$ cat config.mk
export PLATFORM = sky130hd
export DESIGN_NAME = pid_controller_two_forms_core_flat
export DESIGN_NICKNAME = d
export VERILOG_FILES = /design/src/rtl/core/pidc_pkg.sv /design/src/rtl/core/pidc_if.sv /design/src/rtl/core/pidc_front.sv /design/src/rtl/core/pidc_queue.sv /design/src/rtl/core/pidc_back.sv /design/src/rtl/core/pid_controller_two_forms_core.sv /design/src/flat_wrapper.sv
export SDC_FILE = /design/constraint.sdc
export NUM_CORES = 2
export LEC_CHECK = 0
export ABC_CLOCK_PERIOD_IN_PS = 11670
export BUFFER_PORTS_ARGS = -buffer_cell sky130_fd_sc_hd__buf_2
export CORE_ASPECT_RATIO = 1.4
export CORE_MARGIN = 1.5
export CORE_UTILIZATION = 67
export DETAILED_ROUTE_END_ITERATION = 7
export GPL_TIMING_DRIVEN = 0
export PLACE_DENSITY_LB_ADDON = 0.2
export SLEW_MARGIN = 20
export SYNTH_ARGS = -nofsm -noshare
export SYNTH_HDL_FRONTEND = slang
export SYNTH_SLANG_ARGS = --single-unit
$ cat constraint.sdc
create_clock -name clk -period 11.67 [get_ports clk]
set_input_delay 1.7505 -clock clk [delete_from_list [all_inputs] [get_ports clk]]
set_output_delay 1.7505 -clock clk [all_outputs]
set_load 0.02 [all_outputs]
$ cat src/rtl/core/pidc_pkg.sv
`default_nettype none

package pidc_pkg;

  localparam int FRAC_BITS   = 8;
  localparam int SAMPLE_W    = 16;
  localparam int ERR_W       = SAMPLE_W + 1;
  localparam int ISUM_W      = ERR_W + 1;
  localparam int INTEG_W     = 16;
  localparam int OUT_W       = 16;
  localparam int GAIN_W      = 16;
  localparam int LIMIT_W     = 15;
  localparam int OP_W        = ERR_W + 2;
  localparam int PROD_W      = GAIN_W + OP_W;
  localparam int SUM_W       = PROD_W + 2;
  localparam int SH_W        = SUM_W - FRAC_BITS;
  localparam int CFG_IDX_W   = 3;
  localparam int CFG_DATA_W  = 16;
  localparam int QUEUE_DEPTH = 2;
  localparam int PTR_W       = $clog2(QUEUE_DEPTH);
  localparam int CNT_W       = $clog2(QUEUE_DEPTH + 1);

  typedef enum logic [CFG_IDX_W-1:0] {
    REG_GAIN_PROP    = 3'd0,
    REG_GAIN_INTEG   = 3'd1,
    REG_GAIN_DERIV   = 3'd2,
    REG_OUTPUT_LIMIT = 3'd3,
    REG_LOOP_MODE    = 3'd4
  } reg_idx_t;

  typedef struct packed {
    logic signed [GAIN_W-1:0] gain_prop;
    logic signed [GAIN_W-1:0] gain_integ;
    logic signed [GAIN_W-1:0] gain_deriv;
    logic [LIMIT_W-1:0]       output_limit;
    logic                     loop_mode;
  } cfg_t;

  localparam cfg_t CFG_RESET = '{
    gain_prop:    '0,
    gain_integ:   '0,
    gain_deriv:   '0,
    output_limit: '1,
    loop_mode:    1'b0
  };

  typedef struct packed {
    logic                    valid;
    logic signed [ERR_W-1:0] err;
  } err_beat_t;

endpackage

`default_nettype wire

$ cat src/rtl/core/pidc_if.sv
`default_nettype none

interface pidc_in_if import pidc_pkg::*; ();
  logic                       valid;
  logic                       ready;
  logic signed [SAMPLE_W-1:0] target;
  logic signed [SAMPLE_W-1:0] measured;

  modport source (output valid, output target, output measured, input ready);
  modport sink (input valid, input target, input measured, output ready);
endinterface

interface pidc_out_if import pidc_pkg::*; ();
  logic                    valid;
  logic                    ready;
  logic signed [OUT_W-1:0] drive;

  modport source (output valid, output drive, input ready);
  modport sink (input valid, input drive, output ready);
endinterface

`default_nettype wire

$ cat src/rtl/core/pidc_front.sv
`default_nettype none

module pidc_front import pidc_pkg::*; (
  pidc_in_if.sink   in_ch,
  input  logic      full,
  output err_beat_t push
);

  assign in_ch.ready = !full;
  assign push.valid  = in_ch.valid && !full;
  // error is one bit wider than the samples so it never wraps
  assign push.err    = $signed({in_ch.target[SAMPLE_W-1], in_ch.target})
                     - $signed({in_ch.measured[SAMPLE_W-1], in_ch.measured});

endmodule

`default_nettype wire

$ cat src/rtl/core/pidc_queue.sv
`default_nettype none

module pidc_queue import pidc_pkg::*; (
  input  logic      clk,
  input  logic      rst,
  input  err_beat_t push,
  input  logic      pop,
  output logic      full,
  output err_beat_t head
);

  logic signed [ERR_W-1:0] slot [QUEUE_DEPTH];
  logic [PTR_W-1:0]        wr_ptr;
  logic [PTR_W-1:0]        rd_ptr;
  logic [CNT_W-1:0]        count;
  logic                    do_push;
  logic                    do_pop;

  assign full    = (count == CNT_W'(QUEUE_DEPTH));
  assign do_push = push.valid && !full;
  assign do_pop  = pop && (count != '0);

  always_ff @(posedge clk) begin
    if (do_push) begin
      slot[wr_ptr] <= push.err;
    end
  end

  always_ff @(posedge clk) begin
    if (rst) begin
      wr_ptr <= '0;
      rd_ptr <= '0;
      count  <= '0;
    end else begin
      if (do_push) begin
        wr_ptr <= (wr_ptr == PTR_W'(QUEUE_DEPTH - 1)) ? '0 : wr_ptr + 1'b1;
      end
      if (do_pop) begin
        rd_ptr <= (rd_ptr == PTR_W'(QUEUE_DEPTH - 1)) ? '0 : rd_ptr + 1'b1;
      end
      unique case ({do_push, do_pop})
        2'b10:   count <= count + 1'b1;
        2'b01:   count <= count - 1'b1;
        default: count <= count;
      endcase
    end
  end

  assign head.valid = (count != '0);
  assign head.err   = slot[rd_ptr];

endmodule

`default_nettype wire

$ cat src/rtl/core/pidc_back.sv
`default_nettype none

module pidc_back import pidc_pkg::*; (
  input  logic      clk,
  input  logic      rst,
  input  cfg_t      cfg,
  input  logic      hist_clear,
  input  err_beat_t head,
  output logic      pop,
  pidc_out_if.source out_ch
);

  // history
  logic signed [INTEG_W-1:0] integral_sum;
  logic signed [ERR_W-1:0]   prev_error;
  logic signed [ERR_W-1:0]   prev_prev_error;
  logic signed [OUT_W-1:0]   accum_output;

  // pipeline
  logic v1, v2, v3, v4;
  logic signed [OP_W-1:0]   op_p, op_i, op_d;
  logic signed [PROD_W-1:0] prod_p, prod_i, prod_d;
  logic signed [SH_W-1:0]   sh;
  logic signed [OUT_W-1:0]  drive;
  logic                     advance;

  // stage 1 terms
  logic signed [OP_W-1:0]    err_x, e1_x, e2_x, d1, d2, integ_x;
  logic signed [OP_W-1:0]    op_p_next, op_i_next, op_d_next;
  logic signed [ISUM_W-1:0]  isum, ilim;
  logic signed [INTEG_W-1:0] integral_next;

  // stage 3 and 4 terms
  logic signed [SUM_W-1:0]  sum;
  logic signed [SH_W-1:0]   sh_next, lim_sh, pos_res;
  logic signed [SH_W:0]     acc_x, lim_acc, acc_res;
  logic signed [OUT_W-1:0]  drive_next, accum_next;

  assign advance = !v4 || out_ch.ready;
  assign pop     = advance && head.valid;

  always_comb begin
    err_x = $signed({{(OP_W-ERR_W){head.err[ERR_W-1]}}, head.err});
    e1_x  = $signed({{(OP_W-ERR_W){prev_error[ERR_W-1]}}, prev_error});
    e2_x  = $signed({{(OP_W-ERR_W){prev_prev_error[ERR_W-1]}}, prev_prev_error});
    d1    = err_x - e1_x;
    d2    = err_x - (e1_x <<< 1) + e2_x;

    isum = $signed({{(ISUM_W-INTEG_W){integral_sum[INTEG_W-1]}}, integral_sum})
         + $signed({head.err[ERR_W-1], head.err});
    ilim = $signed({{(ISUM_W-LIMIT_W+1){1'b0}}, cfg.output_limit[LIMIT_W-1:1]});
    priority if (isum > ilim) begin
      integral_next = INTEG_W'(ilim);
    end else if (isum < -ilim) begin
      integral_next = INTEG_W'(-ilim);
    end else begin
      integral_next = INTEG_W'(isum);
    end
    integ_x = $signed({{(OP_W-INTEG_W){integral_next[INTEG_W-1]}}, integral_next});

    if (cfg.loop_mode) begin
      op_p_next = d1;
      op_i_next = err_x;
      op_d_next = d2;
    end else begin
      op_p_next = err_x;
      op_i_next = integ_x;
      op_d_next = d1;
    end
  end

  always_comb begin
    sum = $signed({{(SUM_W-PROD_W){prod_p[PROD_W-1]}}, prod_p})
        + $signed({{(SUM_W-PROD_W){prod_i[PROD_W-1]}}, prod_i})
        + $signed({{(SUM_W-PROD_W){prod_d[PROD_W-1]}}, prod_d});
    // arithmetic shift rounds toward minus infinity
    sh_next = SH_W'(sum >>> FRAC_BITS);

    lim_sh = $signed({{(SH_W-LIMIT_W){1'b0}}, cfg.output_limit});
    priority if (sh > lim_sh) begin
      pos_res = lim_sh;
    end else if (sh < -lim_sh) begin
      pos_res = -lim_sh;
    end else begin
      pos_res = sh;
    end

    acc_x   = $signed({{(SH_W+1-OUT_W){accum_output[OUT_W-1]}}, accum_output})
            + $signed({sh[SH_W-1], sh});
    lim_acc = $signed({{(SH_W+1-LIMIT_W){1'b0}}, cfg.output_limit});
    priority if (acc_x > lim_acc) begin
      acc_res = lim_acc;
    end else if (acc_x < -lim_acc) begin
      acc_res = -lim_acc;
    end else begin
      acc_res = acc_x;
    end

    accum_next = OUT_W'(acc_res);
    drive_next = cfg.loop_mode ? accum_next : OUT_W'(pos_res);
  end

  // history: a register write wipes it, ahead of any update
  always_ff @(posedge clk) begin
    if (rst || hist_clear) begin
      integral_sum    <= '0;
      prev_error      <= '0;
      prev_prev_error <= '0;
      accum_output    <= '0;
    end else begin
      if (pop) begin
        prev_error <= head.err;
        if (cfg.loop_mode) begin
          prev_prev_error <= prev_error;
        end else begin
          integral_sum <= integral_next;
        end
      end
      if (advance && v3 && cfg.loop_mode) begin
        accum_output <= accum_next;
      end
    end
  end

  always_ff @(posedge clk) begin
    if (rst) begin
      v1 <= 1'b0;
      v2 <= 1'b0;
      v3 <= 1'b0;
      v4 <= 1'b0;
    end else if (advance) begin
      v1 <= head.valid;
      v2 <= v1;
      v3 <= v2;
      v4 <= v3;
    end
  end

  always_ff @(posedge clk) begin
    if (advance) begin
      op_p   <= op_p_next;
      op_i   <= op_i_next;
      op_d   <= op_d_next;
      prod_p <= $signed(cfg.gain_prop) * op_p;
      prod_i <= $signed(cfg.gain_integ) * op_i;
      prod_d <= $signed(cfg.gain_deriv) * op_d;
      sh     <= sh_next;
      drive  <= drive_next;
    end
  end

  assign out_ch.valid = v4;
  assign out_ch.drive = drive;

  a_integ_bound: assert property (@(posedge clk) disable iff (rst)
    (integral_sum <= ilim) && (integral_sum >= -ilim))
    else $error("integral outside half limit");

  a_accum_bound: assert property (@(posedge clk) disable iff (rst)
    (accum_output <= lim_acc) && (accum_output >= -lim_acc))
    else $error("accumulated output outside limit");

  a_stall_freeze: assert property (@(posedge clk) disable iff (rst)
    (v4 && !out_ch.ready) |=> ($stable({v1, v2, v3}) && $stable(drive)))
    else $error("pipeline moved during output stall");

endmodule

`default_nettype wire

$ cat src/rtl/core/pid_controller_two_forms_core.sv
// path: queue slot, then operand, product, shifted-sum and drive registers
// throughput: one beat per cycle unless drive stalls; queue, multiply and clamp stages all run
// the accumulated output recurrence closes over a single add and clamp in the last stage
// reset: synchronous; gains 0, limit 32767, positional form, history and queue cleared
// any write to a listed register also clears integral, error history and accumulated output
`default_nettype none

module pid_controller_two_forms_core import pidc_pkg::*; (
  input  logic                  clk,
  input  logic                  rst,
  pidc_in_if.sink               in_ch,
  pidc_out_if.source            out_ch,
  input  logic                  cfg_we,
  input  logic [CFG_IDX_W-1:0]  cfg_index,
  input  logic [CFG_DATA_W-1:0] cfg_data
);

  cfg_t      cfg;
  logic      hist_clear;
  err_beat_t push;
  err_beat_t head;
  logic      full;
  logic      pop;

  always_ff @(posedge clk) begin
    if (rst) begin
      cfg <= CFG_RESET;
    end else if (cfg_we) begin
      unique case (reg_idx_t'(cfg_index))
        REG_GAIN_PROP:    cfg.gain_prop    <= $signed(cfg_data[GAIN_W-1:0]);
        REG_GAIN_INTEG:   cfg.gain_integ   <= $signed(cfg_data[GAIN_W-1:0]);
        REG_GAIN_DERIV:   cfg.gain_deriv   <= $signed(cfg_data[GAIN_W-1:0]);
        REG_OUTPUT_LIMIT: cfg.output_limit <= cfg_data[LIMIT_W-1:0];
        REG_LOOP_MODE:    cfg.loop_mode    <= cfg_data[0];
        default: ;
      endcase
    end
  end

  assign hist_clear = cfg_we && (cfg_index <= REG_LOOP_MODE);

  pidc_front u_front (
    .in_ch (in_ch),
    .full  (full),
    .push  (push)
  );

  pidc_queue u_queue (
    .clk  (clk),
    .rst  (rst),
    .push (push),
    .pop  (pop),
    .full (full),
    .head (head)
  );

  pidc_back u_back (
    .clk        (clk),
    .rst        (rst),
    .cfg        (cfg),
    .hist_clear (hist_clear),
    .head       (head),
    .pop        (pop),
    .out_ch     (out_ch)
  );

endmodule

`default_nettype wire
$ cat src/flat_wrapper.sv
// flat-port wrapper written by rule: the top's interface ports become plain ports
module pid_controller_two_forms_core_flat import pidc_pkg::*;
  (clk, rst, cfg_we, cfg_index, cfg_data, in_ch_valid, in_ch_target, in_ch_measured, in_ch_ready, out_ch_valid, out_ch_drive, out_ch_ready);
  pidc_in_if in_ch_i ();
  pidc_out_if out_ch_i ();
  input  logic clk;
  input  logic rst;
  input  logic cfg_we;
  input  logic [CFG_IDX_W-1:0] cfg_index;
  input  logic [CFG_DATA_W-1:0] cfg_data;
  input wire logic [$bits(in_ch_i.valid)-1:0] in_ch_valid;
  input wire logic [$bits(in_ch_i.target)-1:0] in_ch_target;
  input wire logic [$bits(in_ch_i.measured)-1:0] in_ch_measured;
  output wire logic [$bits(in_ch_i.ready)-1:0] in_ch_ready;
  output wire logic [$bits(out_ch_i.valid)-1:0] out_ch_valid;
  output wire logic [$bits(out_ch_i.drive)-1:0] out_ch_drive;
  input wire logic [$bits(out_ch_i.ready)-1:0] out_ch_ready;
  assign in_ch_i.valid = in_ch_valid;
  assign in_ch_i.target = in_ch_target;
  assign in_ch_i.measured = in_ch_measured;
  assign in_ch_ready = in_ch_i.ready;
  assign out_ch_valid = out_ch_i.valid;
  assign out_ch_drive = out_ch_i.drive;
  assign out_ch_i.ready = out_ch_ready;
  pid_controller_two_forms_core u_core (.clk(clk), .rst(rst), .in_ch(in_ch_i), .out_ch(out_ch_i), .cfg_we(cfg_we), .cfg_index(cfg_index), .cfg_data(cfg_data));
endmodule
Word-level counts from Yosys, hierarchy flattened:

Memories as Yosys holds them, arrays and structs flattened. A register that Yosys moved wholly into a read port is not among the register bits.
Index checks and enable logic that the tools add are counted.

* flip-flop bits (word level): 345
* RAM bits: 34
* input bits: 56
* word-level logic and storage cells: 96
* memories kept: 1

* add/sub/neg operators: 15
* multiply operators: 3
* magnitude comparators: 7
* eq/ne operators: 7
* mux-type cells: 17
* bitwise operators: 1
* reductions and logical operators: 21

Memory list
* u_core.u_queue.slot: words 2, width 17, read ports 1, clocked after Yosys merged registers in 1, write ports 1, RTL line pidc_queue.sv:12 `logic signed [ERR_W-1:0] slot [QUEUE_DEPTH];`

Operators by type and width (count)
* two-way mux 16 bit: 7
* multiplier 16 x 19 -> 35 bit: 3
* two-way mux 19 bit: 3
* adder 36 x 35 -> 37 bit: 1
* adder 35 x 35 -> 36 bit: 1
* adder 16 x 29 -> 30 bit: 1
* greater-than comparator 30 x 16 -> 1 bit: 1
* < comparator 30 bit: 1
* negator 15 -> 30 bit: 1
* greater-than comparator 29 x 16 -> 1 bit: 1
* < comparator 29 bit: 1
* negator 15 -> 29 bit: 1
* adder 19 x 17 -> 19 bit: 1
* subtractor 17 x 18 -> 19 bit: 1
* adder 16 x 17 -> 18 bit: 1
* greater-than comparator 18 x 15 -> 1 bit: 1
* < comparator 18 bit: 1
* negator 14 -> 18 bit: 1
* subtractor 17 x 17 -> 18 bit: 1
* subtractor 16 x 16 -> 17 bit: 1
* AND reduction 2 bit: 7
* logical AND 1 bit: 7
* == test 3 x 2 -> 1 bit, second input constant: 2
* two-way mux 1 bit: 6
* 14 further kinds: 19

Depth between registers and ports, before layout:

* depth in word-level cells: 6
* gate-level depth with buffers: 26

Hierarchy:

From an unflattened synthesis, not the netlist that was laid out.

* cell total of the unflattened synthesis: 6040
* area, all modules: 56978.4 um^2

By module, submodules not included
* pidc_back: times used 1, cells an instance 5599, area an instance 52101.2 um^2, sequential area each 7527.2 um^2
* pid_controller_two_forms_core: times used 1, cells an instance 250, area an instance 2608.8 um^2, sequential area each 1281.2 um^2
* pidc_queue: times used 1, cells an instance 79, area an instance 1448.9 um^2, sequential area each 1121.1 um^2
* pidc_front: times used 1, cells an instance 112, area an instance 819.5 um^2, sequential area each 0.0 um^2

Worst setup path before layout:

Ideal clock, no wire load.

* path kind: input to register
* start: input out_ch_ready
* end: register u_core.u_queue.count[1]
* setup time: 0.070 ns
* arrival: 10.062 ns
* required time: 11.600 ns
* setup slack: 1.537 ns
* cell stages on the path: 9
* path buffers: 3
* path through: nand2b_1 clkbuf_1 inv_1 nor2_1 clkbuf_1 clkbuf_1 ha_1 or3_1 a21oi_1

* longest elaborated chain between the ends: 5

Ends and longest elaborated chain
* start, declared: RTL line flat_wrapper.sv:17 `input wire logic [$bits(out_ch_i.ready)-1:0] out_ch_ready;`
* logical OR 1 bit (*): RTL line pidc_back.sv:39 `assign advance = !v4 || out_ch.ready;`
* logical AND 1 bit (*): RTL line pidc_back.sv:40 `assign pop = advance && head.valid;`
* net u_core.pop: RTL line pid_controller_two_forms_core.sv:23 `logic pop;`
* logical AND 1 bit (*): RTL line pidc_queue.sv:21 `assign do_pop = pop && (count != '0);`
* == test 2 x 1 -> 1 bit or == test 2 bit (tied branches): RTL line pidc_queue.sv:41 `unique case ({do_push, do_pop})`
* case mux 2 bit (2 select lines) or nonzero test 2 bit (tied branches)
* end signal, assigned: RTL line pidc_queue.sv:42 `2'b10: count <= count + 1'b1;`
* end signal, assigned: RTL line pidc_queue.sv:43 `2'b01: count <= count - 1'b1;`
* end signal, assigned: RTL line pidc_queue.sv:44 `default: count <= count;`
* end, declared: RTL line pidc_queue.sv:15 `logic [CNT_W-1:0] count;`

Mark *: on every way through the listed nets, which the timed path passes. The rest lies on a longest branch.
A chain may end at the register's enable or synchronous reset.

==> flow_summary.toml <==
[clocking]
htreeDepth = 2
cts_made_buffers = 40
cts.clk_slew.worst_paths_ps = 70
clockBufferDepth = 3
root_buffer = "clkbuf_16"
cts_tree = "done"
cts_setup_buffers = 0
clk_latency_ps = 620
clock_sink_count = 377
ctsHoldBuffers = 0
cts_resized = 0

[logic_synthesis]
ys_async_sr_fraction_pct = 0
syn_area_mm2 = 0.0563
yosysSeqAreaShare_pct = 17.6
synthFlopType = "edfxtp_1"
synth_edf_count = 238
syn_nets = 7550
syn_avg_cell_area_um2 = 9.33
synth_cell_types = 78
ys_seq_elements = 377
synth_warnings = 0
syn-instance-count = 6041

[global_routing]
track_usage_pct = 40.4
grt_antenna_before_repair = 2
grt_overflow = 0
grt_pass1_vias = 46500
grt_max_degree = 59
grt_first_pass_wirelength_mm = 257

[cells_and_area]
drive_gt1_share_pct = 2.81
area_growth_pct = 5.78
finalNetCount = 7670
layout_common_cells = "inv_1, fa_1, nand2_1"
post-route-util_pct = 71.6
mostFrequentLayoutCell = "inv_1"

[timing]
rsz0062_at_grt = "no"
drv_slew = 0
skew_ps = 39.9
setup_viol = 0
hold_slack_ps = 455
hold_violations = 0
fmax_mhz = 106
max_slew_margin_pct = 21.9
period_share_pct = 81.0
layout_min_cycle_time_ps = 9460
tightest_slew_ps = 1140

[power_and_ir_drop]
ir_drop_mv = 0.177
power_density_mw_per_mm2 = 164
leakagePower_nw = 29.8

[drt]
drt_wl_total_mm = 168
final_antenna_net_count = 0
post_drt_wl_per_cell_um = 23.1
drtIter0Drc = 3629
vias = 44300
via_per_inst = 6.09
drc = 14
drt_pass1_iterations = 8

[critical_path]
r2r_setup_slack_ps = 2210
critical_path.endpoint = "u_core.u_back.op_i[9]"
path_max_fanout = 10
r2r_cells = 24
arrival_ps = 9710
critPathKind = "flop to flop"
startpoint_type = "flop"
required_ps = 11920
rr_endpoint = "u_core.u_back.op_i[9]"
end_kind = "flop"

[run]
drv_cap = 0

[floorplanning]
die-width_um = 248
rows = 125
initial_core_util_pct = 67.7
fp.coreArea_mm2 = 0.0832
fp.dieH_um = 346
pin_count = 74
dieArea_mm2 = 0.0859

[status]
outcome = "complete, but fails checks"
violations = "design-rule violations"

[placed_design]
portBuffers = 73
dpl.hpwl_mm = 138
place.gp.congestion = 1.03

[hold_path]
hold_start = "u_core.u_back.prev_prev_error[15]"
hold_class = "flop to flop"
[power breakdown]
part           switching [W]  internal, W
Sequential          0.000631      0.00200
Clock               0.000603     0.000782
Combinational        0.00372      0.00205
[kinds of logic after synthesis]
kind of cell | synth area share [%]
AND/OR/NAND/NOR | 14.8
adder cells (fa/ha/maj) | 44.8
buffers and inverters | 9.30
AO/OA/AOI/OAI | 8.65
flip-flops | 17.6
XOR/XNOR | 3.45
multiplexers | 1.38
[synthesized netlist by cell type (all sizes together) (7+ instances only)]
master	count	area (um2)
xnor2	168	1470
o21ai	158	791
a31oi	18	113
buf	11	48.8
a21boi	9	67.6
dfxtp	139	2780
o21bai	20	150
or3	11	68.8
a21o	91	683
a2111oi	9	78.8
inv	1171	4400
and3	19	119
nand3b	17	128
nand3	70	350
a31o	7	61.3
clkbuf	210	788
a41oi	8	70.1
o21a	39	293
and2	415	2600
xor2	54	473
edfxtp	238	7150
nor3	78	390
nand4	36	225
o31ai	19	143
o211ai	8	65.1
nor2	261	980
a211o	9	78.8
nand2	712	2670
o22ai	18	113
a211oi	44	353
nor4	15	93.8
ha	514	6430
fa	939	18800
or4	12	90.1
nand2b	38	238
nor2b	42	263
mux2i	72	721
a21oi	274	1370
[registers in the layout, summed over array words and instances, names as in the netlist, 2 cells and up, named ones only]
| name | count |
|---|---|
| u_core.u_back.prev_error | 17 |
| u_core.u_queue.count | 2 |
| u_core.u_back.prev_prev_error | 17 |
| u_core.u_back.op_d | 19 |
| u_core.u_queue.slot | 34 |
| u_core.u_back.accum_output | 16 |
| u_core.u_back.prod_p | 35 |
| u_core.u_back.out_ch.drive | 16 |
| u_core.u_back.op_p | 18 |
| u_core.u_back.integral_sum | 16 |
| u_core.u_back.prod_i | 35 |
| u_core.u_back.prod_d | 35 |
| u_core.u_back.op_i | 17 |
| u_core.u_back.sh | 29 |
| u_core.cfg | 64 |
[per-stage QoR]
stage / std cells / area, um2 / worst slack [ps] / setup TNS [ps] / total power (W)
floorplan: 6041 / 56300 / 1540 / 0 / 0.00604
global placement: 7193 / 58000 / -2400 / -124960 / 0.00808
detailed placement: 7198 / 58200 / 2790 / 0 / 0.00817
CTS: 7272 / 59600 / 2720 / 0 / 0.00959
global route: 7272 / 59600 / 2010 / 0 / 0.0103
finish: 7277 / 59600 / 2210 / 0 / 0.00978
[final cells by class]
cell class | count | area [um2]
Antenna cell | 5 | 12.5
Buffer | 221 | 841
Clock buffer | 49 | 1080
Clock inverter | 25 | 313
Fill cell | 6411 | 23600
Inverter | 1173 | 4400
Multi-Input combinational cell | 4270 | 41200
Sequential cell | 377 | 9930
Tap cell | 1079 | 1350
Timing Repair Buffer | 78 | 475
[per-layer routing]
metal / part of all wire [%] / wire [um] / GRT usage, %
met4: 9.4 / 15800 / 30.5
met2: 48 / 81500 / 67.3
met5: 0.0071 / 12 / 0
met1: 34 / 56700 / 46.5
met3: 8.4 / 14200 / 6.33
[how the worst min path moves through the flow]
| stage | depth (start not counted) | end | slack [ps] |
|---|---|---|---|
| final | 2 | u_core.u_back.prev_prev_error[15] | 460 |
| after global routing | 2 | u_core.u_back.prev_prev_error[11] | 470 |
| after CTS | 2 | u_core.u_back.prev_prev_error[9] | 460 |
| after detailed placement | 2 | u_core.u_back.prev_prev_error[3] | 450 |
| after global placement | 2 | u_core.u_back.prev_prev_error[10] | 440 |
| after floorplan | 2 | u_core.u_back.integral_sum[3] | 430 |
[critical path, cell delays in order (launching register included)]
cell       delay (ps)
dfxtp_1           300
clkbuf_1          440
clkbuf_1          640
mux2i_1          1000
inv_1             330
ha_1              320
fa_1              400
a21o_1            200
a21oi_1           290
o21ai_0           180
a41o_1            260
a2111oi_0         750
nor2_1            180
o311ai_0          900
ha_1              290
a21o_1            120
a21oi_1            80
nand3_1            90
a21o_1             90
o311a_1           160
clkbuf_1          280
clkbuf_1          480
nor2_1             90
o31ai_1           870
o21ai_0           370
No activity file was read; power rests on OpenSTA's default activity.
